--- config.mk ---
export PLATFORM = sky130hd
export DESIGN_NAME = knife_element_volume_check_flat
export DESIGN_NICKNAME = d
export VERILOG_FILES = /design/src/rtl/core/kevc_pkg.sv /design/src/rtl/core/kevc_node_if.sv /design/src/rtl/core/kevc_result_if.sv /design/src/rtl/core/kevc_queue.sv /design/src/rtl/core/kevc_front.sv /design/src/rtl/core/kevc_back.sv /design/src/rtl/core/knife_element_volume_check.sv /design/src/flat_wrapper.sv
export SDC_FILE = /design/constraint.sdc
export NUM_CORES = 2
export LEC_CHECK = 0
export BUFFER_PORTS_ARGS = -buffer_cell sky130_fd_sc_hd__buf_2
export CAP_MARGIN = 10
export CORE_ASPECT_RATIO = 2
export CORE_MARGIN = 2
export CORE_UTILIZATION = 29
export DETAILED_ROUTE_END_ITERATION = 10
export PLACE_DENSITY = 0.51
export SLEW_MARGIN = 20
export SYNTH_ARGS = -nofsm -noshare
export SYNTH_HDL_FRONTEND = slang
export SYNTH_SLANG_ARGS = --single-unit
--- constraint.sdc ---
create_clock -name clk -period 36.4 [get_ports clk]
set_clock_uncertainty 0.1 [all_clocks]
set_input_delay 1.82 -clock clk [delete_from_list [all_inputs] [get_ports clk]]
set_output_delay 1.82 -clock clk [all_outputs]
set_load 0.02 [all_outputs]
--- src/rtl/core/kevc_pkg.sv ---
// shared types, constants and helpers for the knife element volume check
package kevc_pkg;

    // element shape and field widths
    localparam int NODES_PER_ELEMENT = 7;
    localparam int COORD_WIDTH       = 16;
    localparam int COORD_W           = 16;
    localparam int TAG_W             = 31;
    localparam int VOL_W             = 56;
    localparam int TOL_W             = 55;
    localparam int TOTAL_W           = 64;
    localparam int CFG_IDX_W         = 2;
    localparam int CFG_DATA_W        = 56;

    // arithmetic widths
    localparam int DIFF_W  = COORD_W + 1;
    localparam int HOLD_W  = 2 * DIFF_W;
    localparam int CROSS_W = HOLD_W + 1;
    localparam int PROD_W  = DIFF_W + CROSS_W;
    localparam int LIM_W   = VOL_W + 2;

    // node counter and store
    localparam int CNT_W     = $clog2(NODES_PER_ELEMENT);
    localparam int STORE_CNT = NODES_PER_ELEMENT - 1;

    // job queue
    localparam int QUEUE_DEPTH = 2;
    localparam int QPTR_W      = $clog2(QUEUE_DEPTH);
    localparam int QCNT_W      = $clog2(QUEUE_DEPTH + 1);

    // tetrahedra and divide by six in 14-bit digits
    localparam int TET_COUNT = 4;
    localparam int TET_W     = $clog2(TET_COUNT);
    localparam int DIGIT_W   = 14;
    localparam int DIV_STEPS = VOL_W / DIGIT_W;
    localparam int DCNT_W    = $clog2(DIV_STEPS);
    localparam int REM_W     = 3;
    localparam int DVAL_W    = REM_W + DIGIT_W;
    localparam int RECIP_W   = 18;
    localparam int RECIP_SH  = 20;
    localparam int RPROD_W   = DVAL_W + RECIP_W;
    localparam logic [REM_W:0] DIVISOR   = 4'd6;
    // ceil(2^20 / 6), exact quotient for any partial dividend below 2^19
    localparam logic [RECIP_W-1:0] RECIP6 = 18'd174763;
    localparam logic [VOL_W-1:0] ROUND_HALF = VOL_W'(3);

    // multiply sequence of one tetrahedron
    localparam int STEP_W = 4;
    localparam logic [STEP_W-1:0] M_CX_P  = 4'd0;
    localparam logic [STEP_W-1:0] M_CX_N  = 4'd1;
    localparam logic [STEP_W-1:0] M_CY_P  = 4'd2;
    localparam logic [STEP_W-1:0] M_CY_N  = 4'd3;
    localparam logic [STEP_W-1:0] M_CZ_P  = 4'd4;
    localparam logic [STEP_W-1:0] M_CZ_N  = 4'd5;
    localparam logic [STEP_W-1:0] M_DOT_X = 4'd6;
    localparam logic [STEP_W-1:0] M_DOT_Y = 4'd7;
    localparam logic [STEP_W-1:0] M_DOT_Z = 4'd8;

    // register reset value and running total saturation limits
    localparam logic signed [VOL_W-1:0] VMAX_RESET = {1'b0, {(VOL_W-1){1'b1}}};
    localparam logic signed [TOTAL_W-1:0] TOTAL_MAX = {1'b0, {(TOTAL_W-1){1'b1}}};
    localparam logic signed [TOTAL_W-1:0] TOTAL_MIN = {1'b1, {(TOTAL_W-1){1'b0}}};

    typedef logic signed [COORD_W-1:0] coord_t;
    typedef logic signed [DIFF_W-1:0]  diff_t;

    typedef struct packed {
        coord_t x;
        coord_t y;
        coord_t z;
    } node_t;

    typedef struct packed {
        diff_t x;
        diff_t y;
        diff_t z;
    } vec_t;

    // one queue entry: a finished element or a clear
    typedef struct packed {
        logic                               is_clear;
        logic [TAG_W-1:0]                   tag;
        node_t [NODES_PER_ELEMENT-1:0]      nodes;
    } kevc_job_t;

    typedef enum logic [CFG_IDX_W-1:0] {
        REG_DIAG = 2'd0,
        REG_VMIN = 2'd1,
        REG_VMAX = 2'd2,
        REG_TOL  = 2'd3
    } kevc_reg_t;

    typedef enum logic [2:0] {
        BK_IDLE,
        BK_LOAD,
        BK_MUL,
        BK_DRAIN,
        BK_ROUND,
        BK_DIV,
        BK_SIGN,
        BK_EMIT
    } kevc_bk_state_t;

    // keep the low COORD_WIDTH bits, sign extended
    function automatic coord_t coord_sext(input coord_t v);
        coord_t r;
        r = v;
        for (int i = COORD_WIDTH; i < COORD_W; i++)
        begin
            r[i] = v[COORD_WIDTH-1];
        end
        return r;
    endfunction

    // edge vector p - q
    function automatic vec_t node_diff(input node_t p, input node_t q);
        vec_t r;
        r.x = diff_t'({p.x[COORD_W-1], p.x}) - diff_t'({q.x[COORD_W-1], q.x});
        r.y = diff_t'({p.y[COORD_W-1], p.y}) - diff_t'({q.y[COORD_W-1], q.y});
        r.z = diff_t'({p.z[COORD_W-1], p.z}) - diff_t'({q.z[COORD_W-1], q.z});
        return r;
    endfunction

    // sign extend an edge component to the cross product width
    function automatic logic signed [CROSS_W-1:0] diff_ext(input diff_t d);
        return {{(CROSS_W-DIFF_W){d[DIFF_W-1]}}, d};
    endfunction

endpackage

--- src/rtl/core/kevc_node_if.sv ---
// node item channel: valid, ready and one node coordinate or clear
interface kevc_node_if;
    import kevc_pkg::*;

    logic             valid;
    logic             ready;
    logic             action;
    coord_t           coord_x;
    coord_t           coord_y;
    coord_t           coord_z;
    logic [TAG_W-1:0] element_tag;

    modport source
    (
        output valid, action, coord_x, coord_y, coord_z, element_tag,
        input  ready
    );

    modport sink
    (
        input  valid, action, coord_x, coord_y, coord_z, element_tag,
        output ready
    );
endinterface

--- src/rtl/core/kevc_result_if.sv ---
// result channel: valid, ready and one element volume report
interface kevc_result_if;
    import kevc_pkg::*;

    logic                      valid;
    logic                      ready;
    logic signed [VOL_W-1:0]   element_volume;
    logic                      out_of_range;
    logic signed [TOTAL_W-1:0] running_total;
    logic [TAG_W-1:0]          element_id_out;

    modport source
    (
        output valid, element_volume, out_of_range, running_total, element_id_out,
        input  ready
    );

    modport sink
    (
        input  valid, element_volume, out_of_range, running_total, element_id_out,
        output ready
    );
endinterface

--- src/rtl/core/kevc_queue.sv ---
// short job queue between the node front end and the volume back end
module kevc_queue
(
    input  logic               clk,
    input  logic               rst_n,
    input  logic               push,
    input  kevc_pkg::kevc_job_t push_job,
    output logic               full,
    input  logic               pop,
    output kevc_pkg::kevc_job_t head,
    output logic               empty
);
    import kevc_pkg::*;

    kevc_job_t           entry_reg [QUEUE_DEPTH];
    logic [QPTR_W-1:0]   wr_ptr_reg;
    logic [QPTR_W-1:0]   rd_ptr_reg;
    logic [QCNT_W-1:0]   count_reg;

    // status
    assign full  = (count_reg == QCNT_W'(QUEUE_DEPTH));
    assign empty = (count_reg == '0);
    assign head  = entry_reg[rd_ptr_reg];

    // entry storage
    always_ff @(posedge clk)
    begin
        if (push)
        begin
            entry_reg[wr_ptr_reg] <= push_job;
        end
    end

    // pointers and fill count
    always_ff @(posedge clk or negedge rst_n)
    begin
        if (!rst_n)
        begin
            wr_ptr_reg <= '0;
            rd_ptr_reg <= '0;
            count_reg  <= '0;
        end
        else
        begin
            if (push)
            begin
                if (wr_ptr_reg == QPTR_W'(QUEUE_DEPTH - 1))
                    wr_ptr_reg <= '0;
                else
                    wr_ptr_reg <= wr_ptr_reg + 1'b1;
            end
            if (pop)
            begin
                if (rd_ptr_reg == QPTR_W'(QUEUE_DEPTH - 1))
                    rd_ptr_reg <= '0;
                else
                    rd_ptr_reg <= rd_ptr_reg + 1'b1;
            end
            if (push && !pop)
                count_reg <= count_reg + 1'b1;
            else if (pop && !push)
                count_reg <= count_reg - 1'b1;
        end
    end
endmodule

--- src/rtl/core/kevc_front.sv ---
// front end: takes node transfers, collects an element, queues jobs
module kevc_front
(
    input  logic                clk,
    input  logic                rst_n,
    kevc_node_if.sink           node_in,
    input  logic                diag_en,
    input  logic                full,
    output logic                push,
    output kevc_pkg::kevc_job_t push_job
);
    import kevc_pkg::*;

    node_t              store_reg [STORE_CNT];
    logic [CNT_W-1:0]   count_reg;
    logic               accept;
    logic               last;
    node_t              node_now;

    // handshake and element position
    assign node_in.ready = !full;
    assign accept        = node_in.valid && node_in.ready;
    assign last          = (count_reg == CNT_W'(NODES_PER_ELEMENT - 1));

    assign node_now.x = coord_sext(node_in.coord_x);
    assign node_now.y = coord_sext(node_in.coord_y);
    assign node_now.z = coord_sext(node_in.coord_z);

    // clears always queue to keep order with the total; elements only with diagnostics
    assign push = accept && (node_in.action || (last && diag_en));

    // job built from the held nodes plus the incoming last node
    always_comb
    begin
        push_job.is_clear = node_in.action;
        push_job.tag      = node_in.element_tag;
        for (int i = 0; i < STORE_CNT; i++)
        begin
            push_job.nodes[i] = store_reg[i];
        end
        push_job.nodes[STORE_CNT] = node_now;
    end

    // node store
    always_ff @(posedge clk)
    begin
        if (accept && !node_in.action && !last)
        begin
            store_reg[count_reg] <= node_now;
        end
    end

    // node count
    always_ff @(posedge clk or negedge rst_n)
    begin
        if (!rst_n)
        begin
            count_reg <= '0;
        end
        else if (accept)
        begin
            if (node_in.action || last)
                count_reg <= '0;
            else
                count_reg <= count_reg + 1'b1;
        end
    end
endmodule

--- src/rtl/core/kevc_back.sv ---
// back end: triple products on one shared multiplier, divide by six, total and range check
module kevc_back
(
    input  logic                               clk,
    input  logic                               rst_n,
    input  kevc_pkg::kevc_job_t                head,
    input  logic                               empty,
    output logic                               pop,
    input  logic signed [kevc_pkg::VOL_W-1:0]  vmin,
    input  logic signed [kevc_pkg::VOL_W-1:0]  vmax,
    input  logic [kevc_pkg::TOL_W-1:0]         tol,
    kevc_result_if.source                      result_out
);
    import kevc_pkg::*;

    kevc_bk_state_t state_reg, state_next;

    logic [TET_W-1:0]          tet_reg;
    logic [STEP_W-1:0]         step_reg;
    logic [DCNT_W-1:0]         div_cnt_reg;
    logic                      prod_vld_reg;
    logic [STEP_W-1:0]         prod_idx_reg;
    logic signed [TOTAL_W-1:0] total_reg;
    logic                      out_valid_reg;

    vec_t                      u_reg, v_reg, w_reg;
    logic signed [HOLD_W-1:0]  hold_reg;
    logic signed [CROSS_W-1:0] cx_reg, cy_reg, cz_reg;
    logic signed [PROD_W-1:0]  prod_reg;
    logic signed [VOL_W-1:0]   jsum_reg;
    logic                      neg_reg;
    logic [VOL_W-1:0]          div_reg;
    logic [REM_W-1:0]          rem_reg;
    logic signed [VOL_W-1:0]   vol_reg;
    logic signed [LIM_W-1:0]   hi_lim_reg, lo_lim_reg;

    logic signed [VOL_W-1:0]   out_vol_reg;
    logic                      out_bad_reg;
    logic signed [TOTAL_W-1:0] out_total_reg;
    logic [TAG_W-1:0]          out_id_reg;

    logic                      start_job;
    logic                      clear_job;
    logic                      emit;
    node_t                     pa, pb, pc, pd;
    logic signed [DIFF_W-1:0]  mul_a;
    logic signed [CROSS_W-1:0] mul_b;
    logic signed [PROD_W-1:0]  mul_p;
    logic [DVAL_W-1:0]         dval;
    logic [RPROD_W-1:0]        rprod;
    logic [DIGIT_W-1:0]        q_dig;
    logic [DVAL_W-1:0]         q_six;
    logic [DVAL_W-1:0]         rem_full;
    logic [VOL_W-1:0]          jsum_mag;
    logic signed [TOTAL_W:0]   sum_ext;
    logic signed [TOTAL_W-1:0] total_new;
    logic signed [LIM_W-1:0]   vol_ext;
    logic                      bad;
    logic                      out_xfer;

    // state register
    always_ff @(posedge clk or negedge rst_n)
    begin
        if (!rst_n)
            state_reg <= BK_IDLE;
        else
            state_reg <= state_next;
    end

    // next state and queue pop
    always_comb
    begin
        state_next = state_reg;
        pop        = 1'b0;
        start_job  = 1'b0;
        clear_job  = 1'b0;
        emit       = 1'b0;
        case (state_reg)
            BK_IDLE:
            begin
                if (!empty)
                begin
                    if (head.is_clear)
                    begin
                        clear_job = 1'b1;
                        pop       = 1'b1;
                    end
                    else
                    begin
                        start_job  = 1'b1;
                        state_next = BK_LOAD;
                    end
                end
            end
            BK_LOAD:
            begin
                state_next = BK_MUL;
            end
            BK_MUL:
            begin
                if (step_reg == M_DOT_Z)
                begin
                    if (tet_reg == TET_W'(TET_COUNT - 1))
                        state_next = BK_DRAIN;
                    else
                        state_next = BK_LOAD;
                end
            end
            BK_DRAIN:
            begin
                state_next = BK_ROUND;
            end
            BK_ROUND:
            begin
                state_next = BK_DIV;
            end
            BK_DIV:
            begin
                if (div_cnt_reg == DCNT_W'(DIV_STEPS - 1))
                    state_next = BK_SIGN;
            end
            BK_SIGN:
            begin
                state_next = BK_EMIT;
            end
            BK_EMIT:
            begin
                if (!out_valid_reg)
                begin
                    emit       = 1'b1;
                    pop        = 1'b1;
                    state_next = BK_IDLE;
                end
            end
            default:
            begin
                state_next = BK_IDLE;
            end
        endcase
    end

    // vertices of the current tetrahedron
    always_comb
    begin
        case (tet_reg)
            2'd0:
            begin
                pa = head.nodes[0]; pb = head.nodes[1]; pc = head.nodes[3]; pd = head.nodes[4];
            end
            2'd1:
            begin
                pa = head.nodes[1]; pb = head.nodes[5]; pc = head.nodes[3]; pd = head.nodes[4];
            end
            2'd2:
            begin
                pa = head.nodes[1]; pb = head.nodes[2]; pc = head.nodes[3]; pd = head.nodes[6];
            end
            default:
            begin
                pa = head.nodes[1]; pb = head.nodes[3]; pc = head.nodes[5]; pd = head.nodes[6];
            end
        endcase
    end

    // operand select for the shared multiplier
    always_comb
    begin
        case (step_reg)
            M_CX_P:  begin mul_a = u_reg.y; mul_b = diff_ext(v_reg.z); end
            M_CX_N:  begin mul_a = u_reg.z; mul_b = diff_ext(v_reg.y); end
            M_CY_P:  begin mul_a = u_reg.z; mul_b = diff_ext(v_reg.x); end
            M_CY_N:  begin mul_a = u_reg.x; mul_b = diff_ext(v_reg.z); end
            M_CZ_P:  begin mul_a = u_reg.x; mul_b = diff_ext(v_reg.y); end
            M_CZ_N:  begin mul_a = u_reg.y; mul_b = diff_ext(v_reg.x); end
            M_DOT_X: begin mul_a = w_reg.x; mul_b = cx_reg; end
            M_DOT_Y: begin mul_a = w_reg.y; mul_b = cy_reg; end
            M_DOT_Z: begin mul_a = w_reg.z; mul_b = cz_reg; end
            default: begin mul_a = '0;      mul_b = '0; end
        endcase
    end

    assign mul_p = PROD_W'(mul_a) * PROD_W'(mul_b);

    // one divide step by six: top digit under the running remainder,
    // quotient digit by reciprocal multiply
    assign dval     = {rem_reg, div_reg[VOL_W-1 -: DIGIT_W]};
    assign rprod    = RPROD_W'(dval) * RPROD_W'(RECIP6);
    assign q_dig    = rprod[RECIP_SH +: DIGIT_W];
    assign q_six    = DVAL_W'(q_dig) * DVAL_W'(DIVISOR);
    assign rem_full = dval - q_six;

    // magnitude of the triple product sum
    assign jsum_mag = jsum_reg[VOL_W-1] ? VOL_W'(-jsum_reg) : VOL_W'(jsum_reg);

    // saturating total and range test
    assign sum_ext   = (TOTAL_W+1)'(total_reg) + (TOTAL_W+1)'(vol_reg);
    assign total_new = (sum_ext[TOTAL_W] != sum_ext[TOTAL_W-1])
                     ? (sum_ext[TOTAL_W] ? TOTAL_MIN : TOTAL_MAX)
                     : sum_ext[TOTAL_W-1:0];
    assign vol_ext   = LIM_W'(vol_reg);
    assign bad       = (vol_ext > hi_lim_reg) || (vol_ext < lo_lim_reg);

    assign out_xfer  = result_out.valid && result_out.ready;

    // sequencing counters, running total and result valid
    always_ff @(posedge clk or negedge rst_n)
    begin
        if (!rst_n)
        begin
            tet_reg       <= '0;
            step_reg      <= '0;
            div_cnt_reg   <= '0;
            prod_vld_reg  <= 1'b0;
            prod_idx_reg  <= '0;
            total_reg     <= '0;
            out_valid_reg <= 1'b0;
        end
        else
        begin
            prod_vld_reg <= (state_reg == BK_MUL);
            prod_idx_reg <= step_reg;
            if (start_job)
                tet_reg <= '0;
            if (state_reg == BK_LOAD)
                step_reg <= '0;
            if (state_reg == BK_MUL)
            begin
                step_reg <= step_reg + 1'b1;
                if (step_reg == M_DOT_Z)
                    tet_reg <= tet_reg + 1'b1;
            end
            if (state_reg == BK_ROUND)
                div_cnt_reg <= '0;
            if (state_reg == BK_DIV)
                div_cnt_reg <= div_cnt_reg + 1'b1;
            if (clear_job)
                total_reg <= '0;
            if (emit)
            begin
                total_reg     <= total_new;
                out_valid_reg <= 1'b1;
            end
            else if (out_xfer)
            begin
                out_valid_reg <= 1'b0;
            end
        end
    end

    // datapath
    always_ff @(posedge clk)
    begin
        // widened range limits follow the configuration
        hi_lim_reg <= LIM_W'(vmax) + $signed({3'b000, tol});
        lo_lim_reg <= LIM_W'(vmin) - $signed({3'b000, tol});

        // edge vectors of the current tetrahedron
        if (state_reg == BK_LOAD)
        begin
            u_reg <= node_diff(pb, pa);
            v_reg <= node_diff(pc, pa);
            w_reg <= node_diff(pd, pa);
        end

        if (state_reg == BK_MUL)
            prod_reg <= mul_p;

        // fold the previous product into cross terms or the sum
        if (start_job)
            jsum_reg <= '0;
        if (prod_vld_reg)
        begin
            case (prod_idx_reg)
                M_CX_P, M_CY_P, M_CZ_P:
                    hold_reg <= prod_reg[HOLD_W-1:0];
                M_CX_N:
                    cx_reg <= $signed({hold_reg[HOLD_W-1], hold_reg}) - prod_reg[CROSS_W-1:0];
                M_CY_N:
                    cy_reg <= $signed({hold_reg[HOLD_W-1], hold_reg}) - prod_reg[CROSS_W-1:0];
                M_CZ_N:
                    cz_reg <= $signed({hold_reg[HOLD_W-1], hold_reg}) - prod_reg[CROSS_W-1:0];
                M_DOT_X, M_DOT_Y, M_DOT_Z:
                    jsum_reg <= jsum_reg + VOL_W'(prod_reg);
                default:
                    hold_reg <= hold_reg;
            endcase
        end

        // round to nearest, ties away from zero, then divide the magnitude
        if (state_reg == BK_ROUND)
        begin
            neg_reg <= jsum_reg[VOL_W-1];
            div_reg <= jsum_mag + ROUND_HALF;
            rem_reg <= '0;
        end
        if (state_reg == BK_DIV)
        begin
            div_reg <= {div_reg[VOL_W-DIGIT_W-1:0], q_dig};
            rem_reg <= rem_full[REM_W-1:0];
        end
        if (state_reg == BK_SIGN)
            vol_reg <= neg_reg ? -$signed(div_reg) : $signed(div_reg);

        // result register
        if (emit)
        begin
            out_vol_reg   <= vol_reg;
            out_bad_reg   <= bad;
            out_total_reg <= total_new;
            out_id_reg    <= head.tag;
        end
    end

    assign result_out.valid          = out_valid_reg;
    assign result_out.element_volume = out_vol_reg;
    assign result_out.out_of_range   = out_bad_reg;
    assign result_out.running_total  = out_total_reg;
    assign result_out.element_id_out = out_id_reg;
endmodule

--- src/rtl/core/knife_element_volume_check.sv ---
// Knife element volume check: one node per transfer, with diagnostics on one result per
// seven nodes. Nodes are taken one per cycle while the two-entry job queue has room.
// From the seventh node a result passes the job queue, then pick-up, four tetrahedra
// on the shared multiplier, drain, round, 4 digit steps, sign and emit, which waits
// while a result is still offered. Nodes of later elements are taken meanwhile.
// Reset: asynchronous active low; clears node count, total, queue and result valid.
module knife_element_volume_check
(
    input  logic                                 clk,
    input  logic                                 rst_n,
    kevc_node_if.sink                            node_in,
    kevc_result_if.source                        result_out,
    input  logic                                 cfg_we,
    input  logic [kevc_pkg::CFG_IDX_W-1:0]       cfg_index,
    input  logic [kevc_pkg::CFG_DATA_W-1:0]      cfg_data
);
    import kevc_pkg::*;

    logic                    diag_reg;
    logic signed [VOL_W-1:0] vmin_reg;
    logic signed [VOL_W-1:0] vmax_reg;
    logic [TOL_W-1:0]        tol_reg;

    logic      push;
    kevc_job_t push_job;
    logic      full;
    logic      pop;
    kevc_job_t head;
    logic      empty;

    // configuration registers
    always_ff @(posedge clk or negedge rst_n)
    begin
        if (!rst_n)
        begin
            diag_reg <= 1'b1;
            vmin_reg <= '0;
            vmax_reg <= VMAX_RESET;
            tol_reg  <= '0;
        end
        else if (cfg_we)
        begin
            case (kevc_reg_t'(cfg_index))
                REG_DIAG: diag_reg <= cfg_data[0];
                REG_VMIN: vmin_reg <= $signed(cfg_data[VOL_W-1:0]);
                REG_VMAX: vmax_reg <= $signed(cfg_data[VOL_W-1:0]);
                REG_TOL:  tol_reg  <= cfg_data[TOL_W-1:0];
                default:  diag_reg <= diag_reg;
            endcase
        end
    end

    // node collection
    kevc_front u_front
    (
        .clk      (clk),
        .rst_n    (rst_n),
        .node_in  (node_in),
        .diag_en  (diag_reg),
        .full     (full),
        .push     (push),
        .push_job (push_job)
    );

    // job queue
    kevc_queue u_queue
    (
        .clk      (clk),
        .rst_n    (rst_n),
        .push     (push),
        .push_job (push_job),
        .full     (full),
        .pop      (pop),
        .head     (head),
        .empty    (empty)
    );

    // volume computation and reporting
    kevc_back u_back
    (
        .clk        (clk),
        .rst_n      (rst_n),
        .head       (head),
        .empty      (empty),
        .pop        (pop),
        .vmin       (vmin_reg),
        .vmax       (vmax_reg),
        .tol        (tol_reg),
        .result_out (result_out)
    );
endmodule

--- src/flat_wrapper.sv ---
// flat-port wrapper written by rule: the top's interface ports become plain ports
module knife_element_volume_check_flat import kevc_pkg::*;
  (clk, rst_n, cfg_we, cfg_index, cfg_data, node_in_valid, node_in_action, node_in_coord_x, node_in_coord_y, node_in_coord_z, node_in_element_tag, node_in_ready, result_out_valid, result_out_element_volume, result_out_out_of_range, result_out_running_total, result_out_element_id_out, result_out_ready);
  kevc_node_if node_in_i ();
  kevc_result_if result_out_i ();
  input  logic clk;
  input  logic rst_n;
  input  logic cfg_we;
  input  logic [kevc_pkg::CFG_IDX_W-1:0] cfg_index;
  input  logic [kevc_pkg::CFG_DATA_W-1:0] cfg_data;
  input wire logic [$bits(node_in_i.valid)-1:0] node_in_valid;
  input wire logic [$bits(node_in_i.action)-1:0] node_in_action;
  input wire logic [$bits(node_in_i.coord_x)-1:0] node_in_coord_x;
  input wire logic [$bits(node_in_i.coord_y)-1:0] node_in_coord_y;
  input wire logic [$bits(node_in_i.coord_z)-1:0] node_in_coord_z;
  input wire logic [$bits(node_in_i.element_tag)-1:0] node_in_element_tag;
  output wire logic [$bits(node_in_i.ready)-1:0] node_in_ready;
  output wire logic [$bits(result_out_i.valid)-1:0] result_out_valid;
  output wire logic [$bits(result_out_i.element_volume)-1:0] result_out_element_volume;
  output wire logic [$bits(result_out_i.out_of_range)-1:0] result_out_out_of_range;
  output wire logic [$bits(result_out_i.running_total)-1:0] result_out_running_total;
  output wire logic [$bits(result_out_i.element_id_out)-1:0] result_out_element_id_out;
  input wire logic [$bits(result_out_i.ready)-1:0] result_out_ready;
  assign node_in_i.valid = node_in_valid;
  assign node_in_i.action = node_in_action;
  assign node_in_i.coord_x = node_in_coord_x;
  assign node_in_i.coord_y = node_in_coord_y;
  assign node_in_i.coord_z = node_in_coord_z;
  assign node_in_i.element_tag = node_in_element_tag;
  assign node_in_ready = node_in_i.ready;
  assign result_out_valid = result_out_i.valid;
  assign result_out_element_volume = result_out_i.element_volume;
  assign result_out_out_of_range = result_out_i.out_of_range;
  assign result_out_running_total = result_out_i.running_total;
  assign result_out_element_id_out = result_out_i.element_id_out;
  assign result_out_i.ready = result_out_ready;
  knife_element_volume_check u_core (.clk(clk), .rst_n(rst_n), .node_in(node_in_i), .result_out(result_out_i), .cfg_we(cfg_we), .cfg_index(cfg_index), .cfg_data(cfg_data));
endmodule
==> qor.yml <==
hold_start: "u_core.u_front.store_reg[3][38]$_DFFE_PP_"
cp_top_family: "compound AO/OA/AOI/OAI gates"
cpPeakStageDelay_ns: 0.70
htreeDepth: 4
setup.worst_path.start: "u_core.u_back.step_reg[3]$_DFFE_PN0P_"
grtUsageMet3_pct: 2.40
cts-buffers-inserted: 207
grt_overflow: 0
largest_register_ffs: 736
dp.final_hpwl_um: 316000
multi_input_area_sq_mm: 0.0597
crit_required_ns: 36.89
drtIter0Drc: 4579
synth.area.top_cells: "edfxtp_1 40%, fa_1 11%, ha_1 7.9%, dfrtp_1 4.0%, inv_1 3.5%"
fillers: 42990
path_class: "register to register"
postCtsSetupRepairBufs: 0
synth_fp_nets: 11924
cts_tree: "yes"
critPathMaxFanout: 52
synth_seq_cells: 2062
outcome: "completed"
port_buffers: 296
met2_usage_pct: 37.5
cp_num_buf_inv: 7
cp.arrival_ns: 10.45
tightest_slew_ns: 1.23
viasPerCell: 4.98
dieArea_sq_mm: 0.433
path_clk_slew_ns: 0.07
areaGrowthSynthToFinish_pct: 12.8
place_ws_ns: 26.61
rsz0062_at_grt: "false"
ant_nets: 0
grt_util_met1_pct: 16.1
synth_largest_area_cell: "edfxtp_1"
remaining_drc_errors: 0
final_cell_count_no_fill: 16444
fin_crit_sh_pct: 27.3
clockRootBuffer: "clkbuf_16"
antenna_found_initial: 40
grt_max_degree: 139
ctsResizeCount: 0
fp.dieH_um: 929
clk_latency_ns: 0.97
synth_edf_count: 1636
synthesis.area_sq_mm: 0.124
drive_gt1_share_pct: 13.2
dp_cells: 16055
synth_common_cells: "1636 x edfxtp_1, 1168 x inv_1, 781 x ha_1, 771 x nor2_1, 712 x nand2_1"
fin_crit_ns: 9.95
clockBufferDepth: 4
max_freq_ghz: 0.100
cp-end-kind: "register"
synth.yosys.seq_area_share_pct: 47.6
fp.dieW_um: 466
clock_sinks: 2062
finalSetupTns_ns: 0
final_max_slew_viol_count: 0
postSynthCellCount: 10338
synth.top_cell.area_share_pct: 39.6
wl_per_cell_um: 24.9
grt_pass1_wl_um: 588000
finalNetCount: 12224
grtUsageTotal_pct: 18.6
yosysUniqueCellTypes: 88
synth_most_common_cell: "edfxtp_1"
drtPass1Iterations: 8
cpMostUsedCell: "fa_1"
crit_slowest_cell: "dfrtp_1"
routed_wl_um: 409000
yosysWarnings: 0
seqCellArea_sq_mm: 0.0590
critPathLaunchType: "register"
initial_core_util_pct: 29.1
core_area_sq_mm: 0.426
postCtsHoldBufs: 0
cap_viol_max_count: 0
avgSynthCellArea_sq_um: 12.0
r2r-start: "u_core.u_back.step_reg[3]$_DFFE_PN0P_"
grt.busiest_layer: "met2"
ys_async_sr_fraction_pct: 12.4
setup_slack_ns: 26.45
relSlewSlack_pct: 17.1
place_congestion: 0.976
hold_viol_final: 0
ioPinCount: 297
setup-violations-final: 0
vias: 81862
ys.flop_type: "edfxtp_1"
rows: 339
grt_pass1_vias: 87185
hold_path_class: "register to register"
[logic make-up after synthesis]
| group | share of synthesized area [%] |
|---|---|
| AOI/OAI and AO/OA | 10.2 |
| adders and majority gates | 18.9 |
| xor gates and xnor gates | 3.85 |
| muxes | 6.59 |
| DFF | 47.6 |
| buffers and inverters | 4.66 |
| and+or+nand+nor | 8.26 |
[worst register-to-register path, delay by kind of cell, from the launching register on]
| family | cells | cell delay (ns) |
|---|---|---|
| AO/OA/AOI/OAI | 13 | 3.54 |
| XOR/XNOR | 1 | 0.16 |
| adder cells (fa/ha/maj) | 7 | 3.46 |
| buffers and inverters | 7 | 1.23 |
| flip-flops | 1 | 0.70 |
| AND/OR/NAND/NOR | 2 | 0.43 |
[final cells by class]
cell class | instances | share of cell area (%)
Timing Repair Buffer | 456 | 1.96
Sequential cell | 2062 | 42.2
Multi-Input combinational cell | 6742 | 42.7
Antenna cell | 12 | 0.0215
Clock inverter | 133 | 1.09
Clock buffer | 244 | 3.84
Tap cell | 5626 | 5.04
Inverter | 1169 | 3.14
[layout by cell type, fill, tap and decap left out, types with 54 or more instances in the layout]
cell type  instances
a21o_1           241
a21oi_1          440
a221o_1           96
buf_2            295
buf_4            156
clkbuf_16        208
dfrtp_1          199
dfstp_2           56
dfxtp_1          169
edfxtp_1        1636
fa_1             662
ha_1             776
inv_1           1166
mux2_2           342
mux2i_1          106
mux4_2           144
nand2_1          711
nand2b_1          71
nand3_1          135
nand4_1           94
nor2_1           764
nor2b_1           96
nor3_1           110
o21a_1            58
o21ai_0          402
o21bai_1          70
o31ai_1           54
xnor2_1          395
xor2_1           149
[layer usage]
metal | share of wire, % | vias to the layer above
li1 | - | 37450
met3 | 3.3 | 1034
met1 | 31 | 41404
met5 | 0.026 | -
met2 | 57 | 1954
met4 | 9.1 | 20
[through the flow]
stage | util, % | instance area (sq um) | hold WS (ns)
6_report | 32.8 | 140000 | 0.303
5_1_grt | 32.8 | 140000 | 0.319
4_1_cts | 32.8 | 140000 | 0.308
3_5_place_dp | 31.2 | 133000 | 0.329
3_3_place_gp | 31.2 | 133000 | 0.322
2_1_floorplan | - | 124000 | 0.252
[path summary, 6_finish.rpt]
kind / endpoint / slack, ns / cells after the start
setup / recovery: u_core.u_back.prod_reg[48]$_DFFE_PP_ / 26.45 / 30
hold / removal: u_core.u_queue.entry_reg[0][182]$_DFFE_PP_ / 0.30 / 0
setup reg to reg: u_core.u_back.prod_reg[48]$_DFFE_PP_ / 26.45 / 30
hold reg to reg: u_core.u_queue.entry_reg[0][182]$_DFFE_PP_ / 0.30 / 0
max in group asynchronous: u_core.vmin_reg[31]$_DFFE_PN0P_ / 33.36 / 3
min in group asynchronous: u_core.u_back.total_reg[3]$_DFFE_PN0P_ / 0.79 / 1
Power is not shown: default switching activity piles up to over one toggle a cycle in this logic, so the estimate is an artifact.
